--- src/adctc_pkg.sv ---
// Shared constants, types and helpers for the ADC temperature and supply calibration block.
package adctc_pkg;

  localparam int ADC_BITS  = 12;

  // Calibration scale factors and the widths that hold them.
  localparam int K_SCALE   = 6660;
  localparam int KSCALE_W  = 13;
  localparam int SUP_SCALE = 660;
  localparam int SUP_W     = 10;

  // Dividend widths of the three divisions.
  localparam int K_NUM_W   = ADC_BITS + KSCALE_W;
  localparam int P_W       = K_NUM_W + ADC_BITS;
  localparam int S_NUM_W   = ADC_BITS + SUP_W;

  // The divider retires two quotient bits per cycle.
  localparam int DIV_W     = ((P_W + 1) / 2) * 2;
  localparam int K_ITERS   = (K_NUM_W + 1) / 2;
  localparam int Q_ITERS   = (P_W + 1) / 2;
  localparam int S_ITERS   = (S_NUM_W + 1) / 2;
  localparam int CNT_W     = $clog2(Q_ITERS + 1);

  localparam int SUPPLY_W     = 15;
  localparam int TEMP_W       = 16;
  localparam int TEMP_OFFSET  = 3630;
  localparam int TEMP_SAT_LIM = TEMP_OFFSET + 32768;
  localparam int SUPPLY_MAX   = 32767;
  localparam logic signed [TEMP_W-1:0] TEMP_MIN = 16'sh8000;

  localparam int CAL_VREF_RST   = 1500;
  localparam int CAL_TSENSE_RST = 1700;

  localparam int CFG_IDX_W = 1;
  localparam logic [CFG_IDX_W-1:0] REG_CAL_VREF   = 1'b0;
  localparam logic [CFG_IDX_W-1:0] REG_CAL_TSENSE = 1'b1;

  typedef enum logic [1:0] {
    DIV_K,
    DIV_Q,
    DIV_S
  } div_op_t;

  typedef struct packed {
    logic    take_in;
    logic    div_start;
    div_op_t div_op;
    logic    mul_en;
    logic    hold_q;
    logic    load_out;
  } cmd_t;

  typedef struct packed {
    logic div_done;
  } sts_t;

  // A zero divisor is treated as one.
  function automatic logic [ADC_BITS-1:0] nz(input logic [ADC_BITS-1:0] x);
    return (x == '0) ? ADC_BITS'(1) : x;
  endfunction

endpackage

--- src/adctc_div.sv ---
// Iterative restoring divider that produces two quotient bits per cycle.
module adctc_div
  import adctc_pkg::*;
(
  input  logic                clk,
  input  logic                rst_n,
  input  logic                start,
  input  logic [DIV_W-1:0]    dividend,
  input  logic [ADC_BITS-1:0] divisor,
  input  logic [CNT_W-1:0]    iters,
  output logic                done,
  output logic [DIV_W-1:0]    quotient
);

  logic [CNT_W-1:0]    count_r;
  logic                done_r;
  logic [DIV_W-1:0]    num_r;
  logic [DIV_W-1:0]    quot_r;
  logic [ADC_BITS-1:0] rem_r;
  logic [ADC_BITS-1:0] dsr_r;

  logic [ADC_BITS:0]   trial0;
  logic [ADC_BITS:0]   trial1;
  logic [ADC_BITS-1:0] rem_mid;
  logic [ADC_BITS-1:0] rem_nxt;
  logic                qb0;
  logic                qb1;

  always_comb begin
    trial0  = {rem_r, num_r[DIV_W-1]};
    qb0     = (trial0 >= {1'b0, dsr_r});
    rem_mid = qb0 ? ADC_BITS'(trial0 - {1'b0, dsr_r}) : trial0[ADC_BITS-1:0];
    trial1  = {rem_mid, num_r[DIV_W-2]};
    qb1     = (trial1 >= {1'b0, dsr_r});
    rem_nxt = qb1 ? ADC_BITS'(trial1 - {1'b0, dsr_r}) : trial1[ADC_BITS-1:0];
  end

  always_ff @(posedge clk) begin
    if (!rst_n) begin
      count_r <= '0;
      done_r  <= 1'b0;
    end else if (start) begin
      count_r <= iters;
      done_r  <= 1'b0;
    end else if (count_r != '0) begin
      count_r <= count_r - CNT_W'(1);
      done_r  <= (count_r == CNT_W'(1));
    end else begin
      done_r  <= 1'b0;
    end
  end

  always_ff @(posedge clk) begin
    if (start) begin
      num_r  <= dividend;
      dsr_r  <= divisor;
      rem_r  <= '0;
      quot_r <= '0;
    end else if (count_r != '0) begin
      num_r  <= {num_r[DIV_W-3:0], 2'b00};
      rem_r  <= rem_nxt;
      quot_r <= {quot_r[DIV_W-3:0], qb0, qb1};
    end
  end

  assign done     = done_r;
  assign quotient = quot_r;

endmodule

--- src/adctc_datapath.sv ---
// Datapath: calibration registers, min/max tracking, multiplier, divider and result registers.
module adctc_datapath
  import adctc_pkg::*;
(
  input  logic                       clk,
  input  logic                       rst_n,
  input  cmd_t                       cmd,
  output sts_t                       sts,
  input  logic                       cfg_we,
  input  logic [CFG_IDX_W-1:0]       cfg_index,
  input  logic [ADC_BITS-1:0]        cfg_wdata,
  input  logic [ADC_BITS-1:0]        in_vref_raw,
  input  logic [ADC_BITS-1:0]        in_tsense_raw,
  output logic [SUPPLY_W-1:0]        out_supply_centivolts,
  output logic signed [TEMP_W-1:0]   out_temp_decidegrees,
  output logic [ADC_BITS-1:0]        out_min_vref,
  output logic [ADC_BITS-1:0]        out_max_vref,
  output logic [ADC_BITS-1:0]        out_min_tsense,
  output logic [ADC_BITS-1:0]        out_max_tsense
);

  logic [ADC_BITS-1:0] cal_vref_r;
  logic [ADC_BITS-1:0] cal_tsense_r;
  logic                seen_r;
  logic [ADC_BITS-1:0] min_v_r;
  logic [ADC_BITS-1:0] max_v_r;
  logic [ADC_BITS-1:0] min_t_r;
  logic [ADC_BITS-1:0] max_t_r;
  logic [ADC_BITS-1:0] v_r;
  logic [ADC_BITS-1:0] t_r;
  logic [P_W-1:0]      p_r;
  logic [P_W-1:0]      q_r;

  logic [SUPPLY_W-1:0]      supply_r;
  logic signed [TEMP_W-1:0] temp_r;
  logic [ADC_BITS-1:0]      omin_v_r;
  logic [ADC_BITS-1:0]      omax_v_r;
  logic [ADC_BITS-1:0]      omin_t_r;
  logic [ADC_BITS-1:0]      omax_t_r;

  logic [DIV_W-1:0]    div_num;
  logic [ADC_BITS-1:0] div_dsr;
  logic [CNT_W-1:0]    div_iters;
  logic [DIV_W-1:0]    quot;
  logic                div_done;

  logic [K_NUM_W-1:0]  k_num;
  logic [S_NUM_W-1:0]  s_num;
  logic [P_W:0]        q_sum;
  logic [S_NUM_W:0]    s_sum;
  logic [S_NUM_W-1:0]  s_val;
  logic [SUPPLY_W-1:0] supply_nxt;
  logic signed [TEMP_W-1:0] temp_nxt;

  always_ff @(posedge clk) begin
    if (!rst_n) begin
      cal_vref_r   <= ADC_BITS'(CAL_VREF_RST);
      cal_tsense_r <= ADC_BITS'(CAL_TSENSE_RST);
    end else if (cfg_we) begin
      case (cfg_index)
        REG_CAL_VREF:   cal_vref_r   <= cfg_wdata;
        REG_CAL_TSENSE: cal_tsense_r <= cfg_wdata;
        default: ;
      endcase
    end
  end

  // Extremes track every accepted sample; the first one seeds all four.
  always_ff @(posedge clk) begin
    if (!rst_n) begin
      seen_r <= 1'b0;
    end else if (cmd.take_in) begin
      seen_r <= 1'b1;
    end
  end

  always_ff @(posedge clk) begin
    if (cmd.take_in) begin
      v_r <= in_vref_raw;
      t_r <= in_tsense_raw;
      if (!seen_r || in_vref_raw < min_v_r) begin
        min_v_r <= in_vref_raw;
      end
      if (!seen_r || in_vref_raw > max_v_r) begin
        max_v_r <= in_vref_raw;
      end
      if (!seen_r || in_tsense_raw < min_t_r) begin
        min_t_r <= in_tsense_raw;
      end
      if (!seen_r || in_tsense_raw > max_t_r) begin
        max_t_r <= in_tsense_raw;
      end
    end
  end

  always_comb begin
    k_num = K_NUM_W'(K_SCALE) * K_NUM_W'(cal_vref_r);
    s_num = S_NUM_W'(SUP_SCALE) * S_NUM_W'(cal_vref_r);
    case (cmd.div_op)
      DIV_K: begin
        div_num   = DIV_W'(k_num) << (DIV_W - 2 * K_ITERS);
        div_dsr   = nz(cal_tsense_r);
        div_iters = CNT_W'(K_ITERS);
      end
      DIV_Q: begin
        div_num   = DIV_W'(p_r) << (DIV_W - 2 * Q_ITERS);
        div_dsr   = nz(v_r);
        div_iters = CNT_W'(Q_ITERS);
      end
      DIV_S: begin
        div_num   = DIV_W'(s_num) << (DIV_W - 2 * S_ITERS);
        div_dsr   = nz(v_r);
        div_iters = CNT_W'(S_ITERS);
      end
      default: begin
        div_num   = '0;
        div_dsr   = ADC_BITS'(1);
        div_iters = '0;
      end
    endcase
  end

  adctc_div u_div (
    .clk      (clk),
    .rst_n    (rst_n),
    .start    (cmd.div_start),
    .dividend (div_num),
    .divisor  (div_dsr),
    .iters    (div_iters),
    .done     (div_done),
    .quotient (quot)
  );

  assign sts.div_done = div_done;

  assign q_sum = {1'b0, quot[P_W-1:0]} + (P_W + 1)'(1);

  always_ff @(posedge clk) begin
    if (cmd.mul_en) begin
      p_r <= P_W'(quot[K_NUM_W-1:0]) * P_W'(t_r);
    end
    if (cmd.hold_q) begin
      q_r <= q_sum[P_W:1];
    end
  end

  // Final rounding and saturation; the supply quotient is still in the divider.
  always_comb begin
    s_sum      = {1'b0, quot[S_NUM_W-1:0]} + (S_NUM_W + 1)'(1);
    s_val      = s_sum[S_NUM_W:1];
    supply_nxt = (s_val > S_NUM_W'(SUPPLY_MAX)) ? SUPPLY_W'(SUPPLY_MAX)
                                                : s_val[SUPPLY_W-1:0];
    temp_nxt   = (q_r > P_W'(TEMP_SAT_LIM)) ? TEMP_MIN
                 : TEMP_W'(TEMP_W'(TEMP_OFFSET) - q_r[TEMP_W-1:0]);
  end

  always_ff @(posedge clk) begin
    if (cmd.load_out) begin
      supply_r <= supply_nxt;
      temp_r   <= temp_nxt;
      omin_v_r <= min_v_r;
      omax_v_r <= max_v_r;
      omin_t_r <= min_t_r;
      omax_t_r <= max_t_r;
    end
  end

  assign out_supply_centivolts = supply_r;
  assign out_temp_decidegrees  = temp_r;
  assign out_min_vref          = omin_v_r;
  assign out_max_vref          = omax_v_r;
  assign out_min_tsense        = omin_t_r;
  assign out_max_tsense        = omax_t_r;

endmodule

--- src/adctc_ctrl.sv ---
// Controller state machine that sequences the three divisions and the result transfer.
module adctc_ctrl
  import adctc_pkg::*;
(
  input  logic clk,
  input  logic rst_n,
  input  logic in_valid,
  output logic in_stall,
  output logic out_valid,
  input  logic out_stall,
  output cmd_t cmd,
  input  sts_t sts
);

  typedef enum logic [3:0] {
    ST_IDLE,
    ST_KSTART,
    ST_KWAIT,
    ST_MUL,
    ST_QSTART,
    ST_QWAIT,
    ST_SSTART,
    ST_SWAIT,
    ST_FIN
  } state_t;

  state_t state_r;
  state_t state_nxt;
  logic   out_valid_r;
  logic   out_valid_nxt;

  always_comb begin
    cmd           = '0;
    cmd.div_op    = DIV_K;
    state_nxt     = state_r;
    case (state_r)
      ST_IDLE: begin
        cmd.take_in = in_valid;
        if (in_valid) begin
          state_nxt = ST_KSTART;
        end
      end
      ST_KSTART: begin
        cmd.div_start = 1'b1;
        cmd.div_op    = DIV_K;
        state_nxt     = ST_KWAIT;
      end
      ST_KWAIT: begin
        if (sts.div_done) begin
          state_nxt = ST_MUL;
        end
      end
      ST_MUL: begin
        cmd.mul_en = 1'b1;
        state_nxt  = ST_QSTART;
      end
      ST_QSTART: begin
        cmd.div_start = 1'b1;
        cmd.div_op    = DIV_Q;
        state_nxt     = ST_QWAIT;
      end
      ST_QWAIT: begin
        if (sts.div_done) begin
          state_nxt = ST_SSTART;
        end
      end
      ST_SSTART: begin
        // The temperature quotient is captured as the supply division loads.
        cmd.hold_q    = 1'b1;
        cmd.div_start = 1'b1;
        cmd.div_op    = DIV_S;
        state_nxt     = ST_SWAIT;
      end
      ST_SWAIT: begin
        if (sts.div_done) begin
          state_nxt = ST_FIN;
        end
      end
      ST_FIN: begin
        if (!out_valid_r || !out_stall) begin
          cmd.load_out = 1'b1;
          state_nxt    = ST_IDLE;
        end
      end
      default: begin
        state_nxt = ST_IDLE;
      end
    endcase
    out_valid_nxt = cmd.load_out | (out_valid_r & out_stall);
  end

  always_ff @(posedge clk) begin
    if (!rst_n) begin
      state_r     <= ST_IDLE;
      out_valid_r <= 1'b0;
    end else begin
      state_r     <= state_nxt;
      out_valid_r <= out_valid_nxt;
    end
  end

  assign in_stall  = (state_r != ST_IDLE);
  assign out_valid = out_valid_r;

endmodule

--- src/adc_temp_vdd_calibrate_track_core.sv ---
// Top level of the ADC temperature and supply calibration block with min/max tracking.
//
// Input channel: in_valid/in_stall transfer one pair of raw 12-bit readings, the internal
// reference (in_vref_raw) and the temperature sensor (in_tsense_raw).
// Result channel: out_valid/out_stall transfer the supply in hundredths of a volt, the
// temperature in tenths of a degree and the running extremes of both raw channels.
// Configuration: cfg_valid/cfg_ready write cal_vref (index 0) or cal_tsense (index 1);
// cfg_ready is always high, and writes are expected only while the block is idle.
// One shared divider retiring two quotient bits per cycle performs all three divisions
// in turn; the next item is taken only once the previous result is in the output register.
// A finished result sits in the output register while the next item is already being
// worked on; if the receiver still stalls when the next result is ready, the block holds
// that result internally and keeps in_stall high until the output register frees up.
// Synchronous reset restores the calibration words to 1500 and 1700, forgets the tracked
// extremes (the next sample seeds them) and drops out_valid.
module adc_temp_vdd_calibrate_track_core
  import adctc_pkg::*;
(
  input  logic                     clk,
  input  logic                     rst_n,
  input  logic                     in_valid,
  output logic                     in_stall,
  input  logic [ADC_BITS-1:0]      in_vref_raw,
  input  logic [ADC_BITS-1:0]      in_tsense_raw,
  output logic                     out_valid,
  input  logic                     out_stall,
  output logic [SUPPLY_W-1:0]      out_supply_centivolts,
  output logic signed [TEMP_W-1:0] out_temp_decidegrees,
  output logic [ADC_BITS-1:0]      out_min_vref,
  output logic [ADC_BITS-1:0]      out_max_vref,
  output logic [ADC_BITS-1:0]      out_min_tsense,
  output logic [ADC_BITS-1:0]      out_max_tsense,
  input  logic                     cfg_valid,
  output logic                     cfg_ready,
  input  logic [CFG_IDX_W-1:0]     cfg_index,
  input  logic [ADC_BITS-1:0]      cfg_wdata
);

  cmd_t cmd;
  sts_t sts;

  assign cfg_ready = 1'b1;

  adctc_ctrl u_ctrl (
    .clk       (clk),
    .rst_n     (rst_n),
    .in_valid  (in_valid),
    .in_stall  (in_stall),
    .out_valid (out_valid),
    .out_stall (out_stall),
    .cmd       (cmd),
    .sts       (sts)
  );

  adctc_datapath u_datapath (
    .clk                   (clk),
    .rst_n                 (rst_n),
    .cmd                   (cmd),
    .sts                   (sts),
    .cfg_we                (cfg_valid & cfg_ready),
    .cfg_index             (cfg_index),
    .cfg_wdata             (cfg_wdata),
    .in_vref_raw           (in_vref_raw),
    .in_tsense_raw         (in_tsense_raw),
    .out_supply_centivolts (out_supply_centivolts),
    .out_temp_decidegrees  (out_temp_decidegrees),
    .out_min_vref          (out_min_vref),
    .out_max_vref          (out_max_vref),
    .out_min_tsense        (out_min_tsense),
    .out_max_tsense        (out_max_tsense)
  );

endmodule

--- config.mk ---
export PLATFORM = sky130hd
export DESIGN_NAME = adc_temp_vdd_calibrate_track_core
export DESIGN_NICKNAME = d
export VERILOG_FILES = /design/src/adctc_pkg.sv /design/src/adctc_div.sv /design/src/adctc_datapath.sv /design/src/adctc_ctrl.sv /design/src/adc_temp_vdd_calibrate_track_core.sv
export SDC_FILE = /design/constraint.sdc
export NUM_CORES = 1
export LEC_CHECK = 0
export BUFFER_PORTS_ARGS = -buffer_cell sky130_fd_sc_hd__buf_2
export CAP_MARGIN = 20
export CORE_AREA = 3 3 270 205
export CTS_CLUSTER_SIZE = 40
export DETAILED_ROUTE_END_ITERATION = 8
export DIE_AREA = 0 0 273 208
export PLACE_DENSITY_LB_ADDON = 0.3
export SYNTH_ARGS = -nofsm -noshare
export SYNTH_HDL_FRONTEND = slang
export SYNTH_HIERARCHICAL = 1
export SYNTH_SLANG_ARGS = --single-unit
--- constraint.sdc ---
create_clock -name clk -period 7.6 [get_ports clk]
set_clock_uncertainty 0.05 [all_clocks]
set_input_delay 1.14 -clock clk [delete_from_list [all_inputs] [get_ports clk]]
set_output_delay 1.14 -clock clk [all_outputs]
set_load 0.02 [all_outputs]
# Word level (Yosys, flattened, before mapping)
# Cells that the tools add are included.
# Widths: inputs -> output; s select.
# op_classes
addsub	6
n_mul	3
n_lt_le_gt_ge	8
n_eq_ne	16
muxes	23
n_bitwise	5
reduce_logical	24
# op_table
op	count
$pmux 38 s3	1
$mux 38	2
$mux 12	4
$add 37x1->38 const B	1
$gt 37x16->1 const B	1
$mul 25x12->37	1
$pmux 4 s9	1
$ge 13x12->1	2
$gt 12x12->1	2
$logic_not 12->1	2
$lt 12x12->1	2
$pmux 12 s2	1
$sub 12x12->12	2
$add 22x1->23 const B	1
$mul 11x12->23 const A	1
$gt 22x15->1 const B	1
$mul 8x12->20 const A	1
$mux 4	5
$eq 4x3->1 const B	4
$sub 12x16->16 const A	1
$pmux 5 s3	1
$reduce_and 2->1	6
$mux 5	2
$pmux 3 s3	1
23 further kinds	39
# totals
ff_bits	360
in_bits	42
out_inout_bits	82
elab_cells	110

# Depth between registers and ports, before layout
# logic_depth
depth_word	5
depth_mapped	22
ltp_nobuf	20

# By module
# The synthesis kept the hierarchy.
# by_module_without_submodules
mod	instances	cells_each	area_each_um2	seq_area_each_um2
adctc_datapath	1	2289	23297.3	7257.0
adctc_div	1	523	5370.2	2622.5
adctc_ctrl	1	43	347.8	100.1
adc_temp_vdd_calibrate_track_core	1	2	11.3	0.0

# Worst setup path before layout
# No wires, ideal clock.
# synth_path
kind	flip-flop to flip-flop
start	register u_datapath.u_div.quot_r[16] (netlist: u_datapath/u_div/quotient[16])
end	register u_datapath.p_r[36] (data pin)
t_arrival_ns	5.375
setup_slack_ns	1.915
stages_incl_launch_ff	22
path_buffers	3
synth_period_minus_slack_ns	5.685
cell_sequence	dfxtp_1 > clkbuf_1 > buf_1 > nand2_1 > fa_1 > inv_1 > fa_1 > fa_1 > fa_1 > inv_1 > fa_1 > inv_1 > ha_1 > buf_2 > nand2_1 > nor3_1 > nand4_1 > o211ai_1 > o211ai_2 > o21ai_1 > a31oi_1 > xnor2_1
# synth_between
elab_chain_cells	1
# synth_lines
element	line	source
start: declaration	adctc_div.sv:18	logic [DIV_W-1:0] quot_r;
start signal: assignment	adctc_div.sv:62	quot_r <= {quot_r[DIV_W-3:0], qb0, qb1};
$mul 25x12->37	adctc_datapath.sv:140	p_r <= P_W'(quot[K_NUM_W-1:0]) * P_W'(t_r);
end signal: assignment	adctc_datapath.sv:140	
end: declaration	adctc_datapath.sv:31	logic [P_W-1:0] p_r;
# Every way passes these cells.
# A chain may end at the register's enable or synchronous reset.

# Worst setup path after layout
# layout_path
start	register u_datapath.t_r[8]
end	register u_datapath.p_r[36] (data pin)
# layout_between
elab_chain_cells	1
# layout_lines
element	line	source
start: declaration	adctc_datapath.sv:30	logic [ADC_BITS-1:0] t_r;
start signal: assignment	adctc_datapath.sv:80	t_r <= in_tsense_raw;
$mul 25x12->37	adctc_datapath.sv:140	
# Every way passes these cells.

==> Implementation_results.wiki <==
{| class="wikitable"
! Metric !! Value
|-
| Clk buf depth || 3
|-
| CP max stage delay || 1020 ps
|-
| Flop2flop setup slack || 1000 ps
|-
| Routed wire length || 67.1 mm
|-
| Setup Crit Path Kind || register to register
|-
| GR Util met3 || 0.0424
|-
| Post-cts hold buffer count || 0
|-
| Met2 usage || 0.375
|-
| Number of H-tree levels || 2
|-
| Gr busiest metal || met2
|-
| Total placed cells including tap cells || 3,589
|-
| Number of maximum-capacitance constraint violations || 0
|-
| Layout cell share with drive strength beyond 1 || 0.0965
|-
| Post-Layout Cell Count || 3,656
|-
| Worst hold path type || register to register
|-
| Library cell appearing most often on the critical path || sky130_fd_sc_hd__fa_1
|-
| Global-route wire length before repair || 110 mm
|-
| RSZ-0062 raised after global routing || no
|-
| Number of design-rule violations left by the first detailed-router iteration || 1,881
|-
| Y dimension of the die || 208 um
|-
| Upper clock frequency limit || 152 MHz
|-
| Maximum number of pins on one net before global-route repair || 74
|-
| Number of nets produced by synthesis || 3,429
|-
| Status || complete, no violations
|-
| Final period demand of the worst path || 6600 ps
|-
| Number of sinks driven by the clock tree || 360
|-
| Transition at the pin with the smallest max-transition slack || 1160 ps
|-
| VDD IR-drop max || 0.000463 V
|-
| Number of antenna-violating nets in the routed design || 0
|-
| Category of cells accounting for the largest share of critical-path delay || adder cells
|-
| Cell Rows || 73
|-
| Initial DRT Pass Iterations || 6
|-
| Library cell used as clock root buffer || sky130_fd_sc_hd__clkbuf_16
|-
| Clock tree from TritonCTS || yes
|-
| Final Max Tran Viols || 0
|-
| Slowest cell on the critical path || sky130_fd_sc_hd__edfxtp_1
|-
| Number of placed I/O pins || 124
|-
| Final number of setup-violating endpoints || 0
|-
| Worst-Skew Late Latency || 540 ps
|-
| Overflow left after global routing || 0
|-
| Power per cell area || 444 nW/um^2
|-
| Yosys warns || 6
|-
| Via count || 20,600
|-
| Core ar. || 52,900 um^2
|-
| Hpwl dp || 51.1 mm
|-
| Average wire length per cell after detail routing || 18.3 um
|-
| Count of port buffers added during placement || 122
|-
| Synth Instances || 2,853
|-
| Worst Setup End Kind || register
|-
| Global-route usage over all layers || 0.239
|-
| Final net count || 3,494
|-
| Data arrival time at the worst-slack endpoint || 6810 ps
|-
| Number of clock buffers inserted by TritonCTS || 36
|-
| Buf+Inv Stages, Crit Path || 3
|-
| Number of setup buffers added after CTS || 0
|-
| Post-route DRC violation count || 0
|-
| Syn Std Cell Area || 29,000 um^2
|-
| DR vias/cell || 5.62
|-
| Clk pin slew, worst setup/hold paths || 70 ps
|-
| Post-CTS Resized || 0
|-
| Layout Area Growth over Synthesis || 8.27%
|-
| Count of endpoints failing hold in the final timing report || 0
|-
| Number of antenna diodes || 0
|-
| Total negative setup slack || 0 ps
|-
| Headroom to the max-slew limit || 0.230
|-
| Synth Area per Inst || 10.2 um^2
|-
| Launching element type of the critical path || register
|-
| Leakage Power || 14.4 nW
|-
| Initial Util || 0.548
|-
| Initial antenna violation count || 0
|-
| Cell-by-cell trace of the critical path || nand2_1 -> fa_1 -> inv_1 -> fa_1 -> fa_1 -> fa_1 -> inv_1 -> fa_1 -> inv_1 -> ha_1 -> nand2_1 -> nor3_1 -> nand4_1 -> o211ai_1 -> o211ai_2 -> o21ai_1 -> a31oi_1 -> xnor2_1
|-
| Part of the cycle the worst path needs || 0.868
|-
| Highest fanout seen on the critical path || 25
|-
| Horizontal extent of the die || 273 um
|-
| Met1 usage in global routing || 0.346
|-
| Via count of the first global-routing pass || 20,800
|-
| Crit path required time || 7810 ps
|-
| Die ar. || 56,800 um^2
|-
| Placer Congestion || 0.909
|}
cells in the final DEF (no fill, tap or decap), types with 14 or more instances in the layout:
| cell type | n |
|---|---|
| sky130_fd_sc_hd__nor2_1 | 109 |
| sky130_fd_sc_hd__a21o_1 | 49 |
| sky130_fd_sc_hd__dfxtp_1 | 85 |
| sky130_fd_sc_hd__a211oi_1 | 16 |
| sky130_fd_sc_hd__nand4_1 | 21 |
| sky130_fd_sc_hd__xor2_1 | 49 |
| sky130_fd_sc_hd__edfxtp_1 | 275 |
| sky130_fd_sc_hd__clkbuf_16 | 39 |
| sky130_fd_sc_hd__mux2_2 | 41 |
| sky130_fd_sc_hd__nor2b_1 | 19 |
| sky130_fd_sc_hd__a21oi_1 | 98 |
| sky130_fd_sc_hd__nand2_1 | 407 |
| sky130_fd_sc_hd__buf_2 | 122 |
| sky130_fd_sc_hd__o21a_1 | 14 |
| sky130_fd_sc_hd__fa_1 | 256 |
| sky130_fd_sc_hd__nand2b_1 | 27 |
| sky130_fd_sc_hd__nor3_1 | 32 |
| sky130_fd_sc_hd__xnor2_1 | 80 |
| sky130_fd_sc_hd__buf_4 | 25 |
| sky130_fd_sc_hd__and2_1 | 111 |
| sky130_fd_sc_hd__nor4_1 | 14 |
| sky130_fd_sc_hd__nand3_1 | 40 |
| sky130_fd_sc_hd__ha_1 | 278 |
| sky130_fd_sc_hd__o21ai_0 | 68 |
| sky130_fd_sc_hd__a22oi_1 | 20 |
| sky130_fd_sc_hd__inv_1 | 447 |
| sky130_fd_sc_hd__a21boi_0 | 14 |
metal layers:
layer,routed length [um],vias up
met5,0,-
met4,1640,0
met3,5060,113
met2,30800,753
met1,29600,10100
li1,-,9552
registers in the layout (all words and copies together), names as in the netlist, 15 cells and up:
| register | flops |
|---|---|
| u_datapath/out_supply_centivolts | 15 |
| u_datapath/out_temp_decidegrees | 16 |
| u_datapath/u_div/num_r | 38 |
| u_datapath/q_r | 37 |
| u_datapath/u_div/quotient | 37 |
| u_datapath/p_r | 37 |
per-stage QoR:
stage | hold slack [ps] | util | total power, mW | setup WS [ps] | area, um^2
6_report | 396 | 0.594 | 13.9 | 1000 | 31400
5_1_grt | 409 | 0.594 | 15.4 | 499 | 31400
4_1_cts | 396 | 0.593 | 14.0 | 1030 | 31400
3_5_place_dp | 383 | 0.571 | 12.1 | 1070 | 30200
3_3_place_gp | 381 | 0.571 | 11.8 | 1280 | 30200
2_1_floorplan | 376 | - | 10.1 | 1920 | 29000
area by class of cell:
class / instances / area (um^2)
clock buffer: 49 / 1010
tap: 712 / 891
sequential: 360 / 9960
multi-input combinational: 1926 / 16900
inverter: 447 / 1680
clock inverter: 15 / 176
fill: 4384 / 21500
timing repair buffer: 147 / 798
worst reg2reg max path: cells and delay by family (launching register included):
kind | cells | cell delay [ps]
xor gates and xnor gates | 1 | 150
DFF | 1 | 1020
adders and majority gates | 6 | 3050
buffers and inverters | 3 | 140
and+or+nand+nor | 4 | 930
AOI/OAI and AO/OA | 4 | 990
path summary, 6_finish.rpt:
kind                           from                          end  cells past startpoint
max               u_datapath/t_r[8]           u_datapath/p_r[36]                     18
min          u_datapath/min_v_r[10]  u_datapath/out_min_vref[10]                      0
max reg2reg       u_datapath/t_r[8]           u_datapath/p_r[36]                     18
min reg2reg  u_datapath/min_v_r[10]  u_datapath/out_min_vref[10]                      0
power breakdown:
group | internal, mW | switching [mW]
Sequential | 2.82 | 0.436
Combinational | 3.64 | 5.23
Clock | 1.05 | 0.767
Total | 7.50 | 6.43
Power figures use the tool's default switching activity.
